$ cat src/rtl/hbsr_pkg.sv
// ----------------------------------------------------------------------------
// hbsr_pkg
// Types, constants and byte tables for the half-block sprite cell renderer.
// ----------------------------------------------------------------------------
package hbsr_pkg;

    // cells rendered per input item, clamped to what fits in one byte
    localparam int CELLS_PER_ITEM = 4;
    localparam int NCELLS = (CELLS_PER_ITEM < 1) ? 1 :
                            ((CELLS_PER_ITEM > 4) ? 4 : CELLS_PER_ITEM);
    localparam logic [1:0] LAST_CELL = 2'(NCELLS - 1);

    // command queue between front and back
    localparam int QDEPTH = 4;
    localparam int QPTR_W = $clog2(QDEPTH);

    // color modes
    typedef logic [1:0] t_mode;
    localparam t_mode MODE_BG_ON_BLACK  = 2'd0;
    localparam t_mode MODE_SPR_ON_BLACK = 2'd1;
    localparam t_mode MODE_SPR_ON_BG    = 2'd2;

    // escape sequence bytes
    localparam logic [7:0] ESC_BYTE   = 8'h1B;
    localparam logic [7:0] CH_LBRACK  = 8'h5B;
    localparam logic [7:0] CH_SEMI    = 8'h3B;
    localparam logic [7:0] CH_M       = 8'h6D;
    localparam logic [7:0] CH_ONE     = 8'h31;
    localparam logic [7:0] CH_TWO     = 8'h32;
    localparam logic [7:0] CH_THREE   = 8'h33;
    localparam logic [7:0] CH_FOUR    = 8'h34;
    localparam logic [7:0] DIGIT_BASE = 8'd48;

    // sequence byte positions of the final 'm'
    localparam logic [3:0] SEQ_END_BRIGHT = 4'd9;
    localparam logic [3:0] SEQ_END_NORMAL = 4'd10;

    // configuration registers
    typedef enum logic [2:0] {
        CFG_BG_COLOR    = 3'd0,
        CFG_GLYPH_EMPTY = 3'd1,
        CFG_GLYPH_UPPER = 3'd2,
        CFG_GLYPH_LOWER = 3'd3,
        CFG_GLYPH_WHOLE = 3'd4
    } t_cfg_idx;

    localparam logic [3:0] RST_BG_COLOR    = 4'd2;
    localparam logic [7:0] RST_GLYPH_EMPTY = 8'd32;
    localparam logic [7:0] RST_GLYPH_UPPER = 8'd223;
    localparam logic [7:0] RST_GLYPH_LOWER = 8'd220;
    localparam logic [7:0] RST_GLYPH_WHOLE = 8'd219;

    typedef struct packed {
        logic [3:0] bg_color;
        logic [7:0] glyph_empty;
        logic [7:0] glyph_upper;
        logic [7:0] glyph_lower;
        logic [7:0] glyph_whole;
    } t_cfg;

    // one command: a color sequence or a single glyph byte
    typedef struct packed {
        logic       is_seq;
        logic [3:0] fg;
        logic [3:0] bg;
        logic [7:0] glyph;
        logic       last;
    } t_cmd;

    typedef enum logic [1:0] {
        F_IDLE,
        F_START,
        F_CELL
    } t_fstate;

    typedef enum logic {
        B_FETCH,
        B_SEQ
    } t_bstate;

    function automatic logic [3:0] seq_end(input logic [3:0] fg);
        return fg[3] ? SEQ_END_BRIGHT : SEQ_END_NORMAL;
    endfunction

    // Byte at position pos of the color sequence for fg on bg.
    // Normal intensity has "22" where bright has "1"; past that point the
    // normal sequence is the bright one shifted by one.
    function automatic logic [7:0] seq_byte(input logic [3:0] fg, input logic [3:0] bg,
                                            input logic [3:0] pos);
        logic [3:0] p;
        logic [7:0] b;
        p = (!fg[3] && pos >= 4'd4) ? pos - 4'd1 : pos;
        case (p)
            4'd0:    b = ESC_BYTE;
            4'd1:    b = CH_LBRACK;
            4'd2:    b = CH_ONE;
            4'd3:    b = CH_SEMI;
            4'd4:    b = CH_THREE;
            4'd5:    b = DIGIT_BASE + {5'd0, fg[2:0]};
            4'd6:    b = CH_SEMI;
            4'd7:    b = CH_FOUR;
            4'd8:    b = DIGIT_BASE + {4'd0, bg};
            default: b = CH_M;
        endcase
        if (!fg[3] && (pos == 4'd2 || pos == 4'd3)) begin
            b = CH_TWO;
        end
        return b;
    endfunction

endpackage

$ cat src/rtl/hbsr_front.sv
// ----------------------------------------------------------------------------
// hbsr_front
// Accepts items, tracks the color mode and issues one command per cycle while the queue has room.
// ----------------------------------------------------------------------------
module hbsr_front import hbsr_pkg::*; (
    input  logic       i_clk,
    input  logic       i_rst_n,
    input  logic       i_valid,
    output logic       o_ready,
    input  logic [7:0] i_sprite_cells,
    input  logic [7:0] i_backdrop_cells,
    input  logic [3:0] i_sprite_color,
    input  logic       i_start_sprite,
    input  t_cfg       i_cfg,
    input  logic       i_full,
    output logic       o_push,
    output t_cmd       o_cmd
);

    t_fstate    r_state, n_state;
    t_mode      r_mode, n_mode;
    logic [1:0] r_cell, n_cell;
    logic [7:0] r_spr;
    logic [7:0] r_bd;
    logic [3:0] r_col;

    logic [1:0] cell_s;
    logic [1:0] cell_b;
    t_mode      need;
    logic [7:0] glyph;
    logic [3:0] seq_fg;
    logic [3:0] seq_bg;
    logic       cell_last;
    logic       glyph_done;
    logic       accept;

    // classify the current cell
    always_comb begin
        cell_s = r_spr[{r_cell, 1'b0} +: 2];
        cell_b = r_bd[{r_cell, 1'b0} +: 2];
        case (cell_s)
            2'd0: begin
                need = MODE_BG_ON_BLACK;
                case (cell_b)
                    2'd0:    glyph = i_cfg.glyph_empty;
                    2'd1:    glyph = i_cfg.glyph_upper;
                    2'd2:    glyph = i_cfg.glyph_lower;
                    default: glyph = i_cfg.glyph_whole;
                endcase
            end
            2'd1: begin
                need  = cell_b[1] ? MODE_SPR_ON_BG : MODE_SPR_ON_BLACK;
                glyph = i_cfg.glyph_upper;
            end
            2'd2: begin
                need  = cell_b[0] ? MODE_SPR_ON_BG : MODE_SPR_ON_BLACK;
                glyph = i_cfg.glyph_lower;
            end
            default: begin
                need  = MODE_SPR_ON_BLACK;
                glyph = i_cfg.glyph_whole;
            end
        endcase
        case (need)
            MODE_BG_ON_BLACK: begin
                seq_fg = i_cfg.bg_color;
                seq_bg = 4'd0;
            end
            MODE_SPR_ON_BLACK: begin
                seq_fg = r_col;
                seq_bg = 4'd0;
            end
            default: begin
                seq_fg = r_col;
                seq_bg = i_cfg.bg_color;
            end
        endcase
        cell_last  = (r_cell == LAST_CELL);
        glyph_done = (r_state == F_CELL) && !i_full && (need == r_mode) && cell_last;
        o_ready    = (r_state == F_IDLE) || glyph_done;
        accept     = i_valid && o_ready;
    end

    // next state
    always_comb begin
        n_state = r_state;
        case (r_state)
            F_IDLE: begin
                if (accept) begin
                    n_state = i_start_sprite ? F_START : F_CELL;
                end
            end
            F_START: begin
                if (!i_full) begin
                    n_state = F_CELL;
                end
            end
            F_CELL: begin
                if (glyph_done) begin
                    n_state = accept ? (i_start_sprite ? F_START : F_CELL) : F_IDLE;
                end
            end
            default: n_state = F_IDLE;
        endcase
    end

    // outputs and datapath updates
    always_comb begin
        o_push = 1'b0;
        o_cmd  = '0;
        n_mode = r_mode;
        n_cell = r_cell;
        case (r_state)
            F_START: begin
                o_push     = !i_full;
                o_cmd.is_seq = 1'b1;
                o_cmd.fg   = i_cfg.bg_color;
                o_cmd.bg   = 4'd0;
                if (!i_full) begin
                    n_mode = MODE_BG_ON_BLACK;
                end
            end
            F_CELL: begin
                o_push = !i_full;
                if (need != r_mode) begin
                    o_cmd.is_seq = 1'b1;
                    o_cmd.fg     = seq_fg;
                    o_cmd.bg     = seq_bg;
                    if (!i_full) begin
                        n_mode = need;
                    end
                end else begin
                    o_cmd.glyph = glyph;
                    o_cmd.last  = cell_last;
                    if (!i_full && !cell_last) begin
                        n_cell = r_cell + 2'd1;
                    end
                end
            end
            default: ;
        endcase
        if (accept) begin
            n_cell = 2'd0;
        end
    end

    always_ff @(posedge i_clk) begin
        if (!i_rst_n) begin
            r_state <= F_IDLE;
            r_mode  <= MODE_BG_ON_BLACK;
            r_cell  <= 2'd0;
        end else begin
            r_state <= n_state;
            r_mode  <= n_mode;
            r_cell  <= n_cell;
        end
    end

    always_ff @(posedge i_clk) begin
        if (accept) begin
            r_spr <= i_sprite_cells;
            r_bd  <= i_backdrop_cells;
            r_col <= i_sprite_color;
        end
    end

endmodule

$ cat src/rtl/hbsr_fifo.sv
// ----------------------------------------------------------------------------
// hbsr_fifo
// Small command queue between the front and back parts.
// ----------------------------------------------------------------------------
module hbsr_fifo import hbsr_pkg::*; (
    input  logic i_clk,
    input  logic i_rst_n,
    input  logic i_push,
    input  t_cmd i_cmd,
    input  logic i_pop,
    output t_cmd o_head,
    output logic o_full,
    output logic o_empty
);

    t_cmd              r_mem [QDEPTH];
    logic [QPTR_W-1:0] r_wr, n_wr;
    logic [QPTR_W-1:0] r_rd, n_rd;
    logic [QPTR_W:0]   r_cnt, n_cnt;

    always_comb begin
        o_full  = (r_cnt == (QPTR_W+1)'(QDEPTH));
        o_empty = (r_cnt == '0);
        o_head  = r_mem[r_rd];
        n_wr    = r_wr;
        n_rd    = r_rd;
        n_cnt   = r_cnt;
        if (i_push) begin
            n_wr = (r_wr == QPTR_W'(QDEPTH - 1)) ? '0 : r_wr + 1'b1;
        end
        if (i_pop) begin
            n_rd = (r_rd == QPTR_W'(QDEPTH - 1)) ? '0 : r_rd + 1'b1;
        end
        case ({i_push, i_pop})
            2'b10:   n_cnt = r_cnt + 1'b1;
            2'b01:   n_cnt = r_cnt - 1'b1;
            default: n_cnt = r_cnt;
        endcase
    end

    always_ff @(posedge i_clk) begin
        if (!i_rst_n) begin
            r_wr  <= '0;
            r_rd  <= '0;
            r_cnt <= '0;
        end else begin
            r_wr  <= n_wr;
            r_rd  <= n_rd;
            r_cnt <= n_cnt;
        end
    end

    always_ff @(posedge i_clk) begin
        if (i_push) begin
            r_mem[r_wr] <= i_cmd;
        end
    end

endmodule

$ cat src/rtl/hbsr_back.sv
// ----------------------------------------------------------------------------
// hbsr_back
// Expands commands into terminal bytes, one byte per cycle while the output
// is not stalled, into the output register.
// ----------------------------------------------------------------------------
module hbsr_back import hbsr_pkg::*; (
    input  logic       i_clk,
    input  logic       i_rst_n,
    input  logic       i_empty,
    input  t_cmd       i_cmd,
    output logic       o_pop,
    output logic       o_valid,
    input  logic       i_ready,
    output logic [7:0] o_byte,
    output logic       o_last
);

    t_bstate    r_state, n_state;
    logic [3:0] r_pos, n_pos;
    logic [3:0] r_fg;
    logic [3:0] r_bg;
    logic       r_valid;
    logic [7:0] r_byte, n_byte;
    logic       r_last, n_last;
    logic       slot_free;
    logic       load;

    assign slot_free = !r_valid || i_ready;

    // next state
    always_comb begin
        n_state = r_state;
        case (r_state)
            B_FETCH: begin
                if (slot_free && !i_empty && i_cmd.is_seq) begin
                    n_state = B_SEQ;
                end
            end
            B_SEQ: begin
                if (slot_free && r_pos == seq_end(r_fg)) begin
                    n_state = B_FETCH;
                end
            end
            default: n_state = B_FETCH;
        endcase
    end

    // outputs
    always_comb begin
        o_pop  = 1'b0;
        load   = 1'b0;
        n_byte = r_byte;
        n_last = r_last;
        n_pos  = r_pos;
        case (r_state)
            B_FETCH: begin
                o_pop = slot_free && !i_empty;
                load  = o_pop;
                if (i_cmd.is_seq) begin
                    n_byte = ESC_BYTE;
                    n_last = 1'b0;
                    n_pos  = 4'd1;
                end else begin
                    n_byte = i_cmd.glyph;
                    n_last = i_cmd.last;
                end
            end
            B_SEQ: begin
                load   = slot_free;
                n_byte = seq_byte(r_fg, r_bg, r_pos);
                n_last = 1'b0;
                n_pos  = r_pos + 4'd1;
            end
            default: ;
        endcase
    end

    always_ff @(posedge i_clk) begin
        if (!i_rst_n) begin
            r_state <= B_FETCH;
            r_valid <= 1'b0;
            r_pos   <= 4'd0;
        end else begin
            r_state <= n_state;
            if (slot_free) begin
                r_valid <= load;
            end
            if (load) begin
                r_pos <= n_pos;
            end
        end
    end

    always_ff @(posedge i_clk) begin
        if (load) begin
            r_byte <= n_byte;
            r_last <= n_last;
        end
        if (o_pop) begin
            r_fg <= i_cmd.fg;
            r_bg <= i_cmd.bg;
        end
    end

    assign o_valid = r_valid;
    assign o_byte  = r_byte;
    assign o_last  = r_last;

endmodule

$ cat src/rtl/halfblock_sprite_cell_renderer.sv
// ----------------------------------------------------------------------------
// halfblock_sprite_cell_renderer
// Turns sprite and backdrop cell bytes into a terminal byte stream.
// ----------------------------------------------------------------------------
// Usage:
//   Slave stream: one transfer carries four 2-bit sprite cells, four 2-bit
//   backdrop cells, a 4-bit sprite color (tdata) and the start flag (tuser).
//   Master stream: one terminal byte per transfer; tlast marks the final
//   byte caused by an input item.
//   Config port: write background color and the four glyph codes while the
//   block is idle; a write lands on the clock edge with i_cfg_we high.
//   Throughput: one output byte per cycle while the output port accepts.
//   An item produces 4 to 59 bytes. The front issues one command per cycle
//   (a color change or a glyph) while the queue has room, and the next item
//   is taken as the last glyph command leaves.
//   Reset: synchronous, active low; color mode returns to backdrop on black,
//   registers take their defaults, the queue empties, no bytes are pending.
//   Stall: a held output byte stays stable; the command queue fills behind
//   it and then the front stops taking items.
// ----------------------------------------------------------------------------
module halfblock_sprite_cell_renderer import hbsr_pkg::*; (
    input  logic        i_clk,
    input  logic        i_rst_n,
    // slave stream
    input  logic        s_axis_tvalid,
    output logic        s_axis_tready,
    // [7:0] sprite_cells, [15:8] backdrop_cells, [19:16] sprite_color, [23:20] zero
    input  logic [23:0] s_axis_tdata,
    // [0] start_sprite
    input  logic        s_axis_tuser,
    // master stream
    output logic        m_axis_tvalid,
    input  logic        m_axis_tready,
    // [7:0] out_byte
    output logic [7:0]  m_axis_tdata,
    output logic        m_axis_tlast,
    // config write port
    input  logic        i_cfg_we,
    input  logic [2:0]  i_cfg_idx,
    input  logic [7:0]  i_cfg_data
);

    t_cfg r_cfg;
    t_cmd push_cmd;
    t_cmd head_cmd;
    logic push;
    logic pop;
    logic full;
    logic empty;

    // configuration registers; indexes past the list are dropped
    always_ff @(posedge i_clk) begin
        if (!i_rst_n) begin
            r_cfg.bg_color    <= RST_BG_COLOR;
            r_cfg.glyph_empty <= RST_GLYPH_EMPTY;
            r_cfg.glyph_upper <= RST_GLYPH_UPPER;
            r_cfg.glyph_lower <= RST_GLYPH_LOWER;
            r_cfg.glyph_whole <= RST_GLYPH_WHOLE;
        end else if (i_cfg_we) begin
            case (t_cfg_idx'(i_cfg_idx))
                CFG_BG_COLOR:    r_cfg.bg_color    <= i_cfg_data[3:0];
                CFG_GLYPH_EMPTY: r_cfg.glyph_empty <= i_cfg_data;
                CFG_GLYPH_UPPER: r_cfg.glyph_upper <= i_cfg_data;
                CFG_GLYPH_LOWER: r_cfg.glyph_lower <= i_cfg_data;
                CFG_GLYPH_WHOLE: r_cfg.glyph_whole <= i_cfg_data;
                default: ;
            endcase
        end
    end

    // front: decides color changes and glyphs per cell
    hbsr_front u_front (
        .i_clk            (i_clk),
        .i_rst_n          (i_rst_n),
        .i_valid          (s_axis_tvalid),
        .o_ready          (s_axis_tready),
        .i_sprite_cells   (s_axis_tdata[7:0]),
        .i_backdrop_cells (s_axis_tdata[15:8]),
        .i_sprite_color   (s_axis_tdata[19:16]),
        .i_start_sprite   (s_axis_tuser),
        .i_cfg            (r_cfg),
        .i_full           (full),
        .o_push           (push),
        .o_cmd            (push_cmd)
    );

    // command queue decouples classification from byte output
    hbsr_fifo u_fifo (
        .i_clk   (i_clk),
        .i_rst_n (i_rst_n),
        .i_push  (push),
        .i_cmd   (push_cmd),
        .i_pop   (pop),
        .o_head  (head_cmd),
        .o_full  (full),
        .o_empty (empty)
    );

    // back: escape sequence expansion and output register
    hbsr_back u_back (
        .i_clk   (i_clk),
        .i_rst_n (i_rst_n),
        .i_empty (empty),
        .i_cmd   (head_cmd),
        .o_pop   (pop),
        .o_valid (m_axis_tvalid),
        .i_ready (m_axis_tready),
        .o_byte  (m_axis_tdata),
        .o_last  (m_axis_tlast)
    );

endmodule

$ cat config.mk
export PLATFORM = sky130hd
export DESIGN_NAME = halfblock_sprite_cell_renderer
export DESIGN_NICKNAME = d
export VERILOG_FILES = /design/src/rtl/hbsr_pkg.sv /design/src/rtl/hbsr_front.sv /design/src/rtl/hbsr_fifo.sv /design/src/rtl/hbsr_back.sv /design/src/rtl/halfblock_sprite_cell_renderer.sv
export SDC_FILE = /design/constraint.sdc
export NUM_CORES = 1
export LEC_CHECK = 0
export BUFFER_PORTS_ARGS = -buffer_cell sky130_fd_sc_hd__buf_2
export CAP_MARGIN = 20
export CORE_MARGIN = 1.5
export CORE_UTILIZATION = 35
export DETAILED_ROUTE_END_ITERATION = 8
export PLACE_DENSITY_LB_ADDON = 0.05
export REMOVE_ABC_BUFFERS = 1
export SETUP_SLACK_MARGIN = 0.15
export SLEW_MARGIN = 20
export SYNTH_ARGS = -nofsm -noshare
export SYNTH_HDL_FRONTEND = slang
export SYNTH_SLANG_ARGS = --single-unit
$ cat constraint.sdc
create_clock -name i_clk -period 9.9 [get_ports i_clk]
set_input_delay 0.495 -clock i_clk [delete_from_list [all_inputs] [get_ports i_clk]]
set_output_delay 0.495 -clock i_clk [all_outputs]
set_load 0.005 [all_outputs]
==> metrics.csv <==
metric,value,unit
global-route wire length before repair,25.61,mm
Register-to-Register Path Depth,6,
standard-cell rows,52,
final worst-path cycle share,0.3895,
most common library cell in the layout ignoring fill and taps,sky130_fd_sc_hd__edfxtp_1,
initial standard-cell utilization of the core,0.3606,
CP peak stage delay,0.80,ns
routed length per placed instance,16.84,µm
CTS Buffer Depth,2,
category of the critical setup timing path,reg2reg,
data arrival at the endpoint of the critical path,3.90,ns
detailed placement HPWL,11.16,mm
portion of total power attributed to sequential cells,0.454,
routability cong.,0.8017,
Final Net Count,726,
number of buffer and inverter instances along the worst setup path,0,
transition time of the tightest slew-check pin,1.055,ns
post-synthesis cell type with the largest combined area,sky130_fd_sc_hd__edfxtp_1,
average cell area after synthesis,11.73,µm²
post-cts resize count,0,
via count normalized by instance count,5.064,
via count,4826,
share of synthesized area occupied by flip-flops and latches,0.5974,
buffer count from post-CTS setup fixing,0,
main flop type after synthesis,sky130_fd_sc_hd__edfxtp_1,
gr usage total,0.1541,
required time worst endpoint,9.95,ns
power spent charging and discharging nets,650.9,µW
Gate power share,0.255,
maximum fanout encountered on the critical timing path,25,
Setup Skew,0.01054,ns
pin count of the biggest net entering global routing,30,
Static Leak,3.040,nW
total count of max-transition violations in the final report,0,
vias in the first global route,4759,
Setup crit end,u_front.r_col[3],
min-delay worst type,in2reg,
TritonCTS clock tree,yes,
top area cells in the synthesized netlist,"sky130_fd_sc_hd__edfxtp_1 (44%), sky130_fd_sc_hd__dfxtp_1 (15%), sky130_fd_sc_hd__mux4_2 (6.7%), sky130_fd_sc_hd__nand2_1 (4.7%), sky130_fd_sc_hd__nor2_1 (2.9%)",
hold bufs inserted after CTS,0,
RSZ-0062 raised after global routing,false,
most frequent cells in the layout,"sky130_fd_sc_hd__edfxtp_1 (109), sky130_fd_sc_hd__nand2_1 (92), sky130_fd_sc_hd__nor2_1 (57), sky130_fd_sc_hd__dfxtp_1 (57), sky130_fd_sc_hd__buf_2 (47)",
relative contribution of the clock network to total power,0.291,
total wire length,16.05,mm
total design power,2.112,mW
area of the die,21990,µm²
"delay-heaviest family, CP",compound AO/OA/AOI/OAI gates,
TritonCTS Sinks,166,
share of the synthesized area in the top cell type,0.4429,
Pre-antenna DRT Iters,5,
worst reg2reg endpoint,u_front.r_col[3],
count of distinct cell types in the synthesized netlist,59,
number of warnings issued by yosys,0,
crit path capture type,register,
ordered cell list for the critical path,mux4_2 -> or2_4 -> o311ai_4 -> o21ai_2 -> nand2b_1 -> a21oi_2,
maximum operating frequency,259.4,MHz
Die Span X,148.3,µm
Netlist Area Pre-Place,7390,µm²
startpoint of the most critical register-to-register path,u_front.r_cell[0],
CTS buffer count,17,
drt initial violations,267,
number of max-cap violations,0,
post-route setup TNS,0,ns
Syn Inst Count,630,
run status,finished clean,
cell internal power dissipation,1.461,mW
cell at the root of the clock tree,sky130_fd_sc_hd__clkbuf_16,
number of antenna violations at the first check in global routing,0,
number of nets with antenna violations after routing,0,
register clock-pin slew on the reported worst setup and hold paths,0.07,ns
area of the placeable core,20490,µm²
relative area change from synthesis to final layout,13.90,%
number of flops mapped to enable cells by yosys,109,
flop and latch count out of synthesis,166,
FILL cells,1950,
Die Y,148.3,µm
Residual DRC,0,
number of port buffers,47,
headroom to the max-slew limit,0.2970,
number of levels in the clock H-tree,4,
final-report hold violation count,0,
Final Hold Slack,0.2379,ns
fraction of layout cells with a size suffix above 1,0.1669,
maximum vdd ir drop,0.1261,mV
async set-or-reset flop fraction in the synthesized netlist,0,
pwr/cell area,250.9,nW/µm²
switch share,0.3082,
total setup violations reported at the end of the flow,0,
total congestion overflow after global routing,0,
final critical delay including setup and external delays,3.856,ns
critical path's slowest cell,sky130_fd_sc_hd__mux4_2,
diodes inserted,0,
type of origin of the critical path,register,
clock latency at the later pin of the worst-skew pair,0.43,ns
worst setup path startpoint,u_front.r_cell[0],
count of pins on the block boundary,52,
number of cells on the critical path,6,
flop2flop setup slack,6.04,ns
## per-stage QoR
stage | worst slack, ns | area, µm² | cells | utilization
finish | 6.044 | 8417 | 953 | 0.4107
global route | 5.749 | 8417 | 953 | 0.4107
CTS | 5.964 | 8417 | 953 | 0.4107
detailed placement | 5.975 | 7876 | 921 | 0.3843
global placement | 6.045 | 7876 | 921 | 0.3843
floorplan | 6.173 | 7262 | 599 | -
## power groups by stage
stage | sequential [mW] | clock [mW] | combinational, mW
after floorplan | 0.974 | 0 | 0.363
after global placement | 0.968 | 0 | 0.542
after detailed placement | 0.975 | 0 | 0.549
after CTS | 0.961 | 0.632 | 0.551
after global routing | 0.971 | 0.661 | 0.604
final | 0.958 | 0.615 | 0.539
## metal layers
metal,GRT usage,vias to the layer above,share of wire
li1,-,2371,-
met1,0.1914,2314,0.45
met2,0.2617,122,0.49
met3,0.03896,19,0.047
met4,0.05297,0,0.017
met5,0,-,0
## Yosys cell counts, drive strengths merged (2+ instances only)
cell type and number:
xor2 5, or3 9, nand2b 8, buf 8
nor2b 11, nand4b 2, a211oi 9, a31oi 11
a211o 2, inv 27, a21oi 33, and3 2
o22ai 2, edfxtp 109, o2111ai 2, clkbuf 23
and4 3, ha 14, o31ai 2, o311ai 2
dfxtp 57, mux2 2, nand2 92, nand4 11
o21a 4, and2 9, mux2i 19, nor2 57
mux4 22, xnor2 2, or2 4, and3b 2
nor3 4, o21ai 19, nand3 24
## layout make-up
| class | instances | area [µm²] | share of cell area |
|---|---|---|---|
| sequential | 166 | 4414 | 0.5245 |
| multi-input combinational | 406 | 2750 | 0.3267 |
| clock buffer | 19 | 432.9 | 0.05143 |
| tap | 270 | 337.8 | 0.04014 |
| timing repair buffer | 52 | 272.8 | 0.03241 |
| clock inverter | 13 | 107.6 | 0.01278 |
| inverter | 27 | 101.3 | 0.01204 |
## worst min-delay path by stage
| stage | depth (start not counted) | end | start |
|---|---|---|---|
| finish | 1 | u_front.r_col[2] | s_axis_tdata[18] |
| global placement | 2 | r_cfg[5] | r_cfg[5] |
| CTS | 1 | u_front.r_col[2] | s_axis_tdata[18] |
| detailed placement | 2 | r_cfg[5] | r_cfg[5] |
| floorplan | 2 | r_cfg[24] | r_cfg[24] |
| global route | 1 | u_front.r_spr[7] | s_axis_tdata[7] |
## worst register-to-register path, delay by kind of cell (launching register included)
family | cells | cell delay, ns
mux | 1 | 0.81
simple gates | 2 | 0.64
flops | 1 | 0.61
compound gates | 3 | 1.41
## sequential cells by signal (all words and copies together), names as in the netlist, 2 cells and up, named ones only
| name | count |
|---|---|
| r_cfg | 36 |
| u_back.o_byte | 8 |
| u_back.r_bg | 4 |
| u_back.r_fg | 4 |
| u_back.r_pos | 4 |
| u_fifo.r_cnt | 3 |
| u_fifo.r_mem | 72 |
| u_fifo.r_rd | 2 |
| u_fifo.r_wr | 2 |
| u_front.r_bd | 8 |
| u_front.r_cell | 2 |
| u_front.r_col | 4 |
| u_front.r_mode | 2 |
| u_front.r_spr | 8 |
| u_front.r_state | 2 |
## cells by family after synthesis
| kind of cell | after synthesis | share of synthesized area |
|---|---|---|
| flops | 166 | 0.5974 |
| buf+inv | 58 | 0.03098 |
| fa+ha+maj | 15 | 0.02641 |
| mux | 43 | 0.09583 |
| compound gates | 100 | 0.08923 |
| xor+xnor | 7 | 0.008297 |
| simple gates | 241 | 0.1519 |
Power figures use the tool's default switching activity.
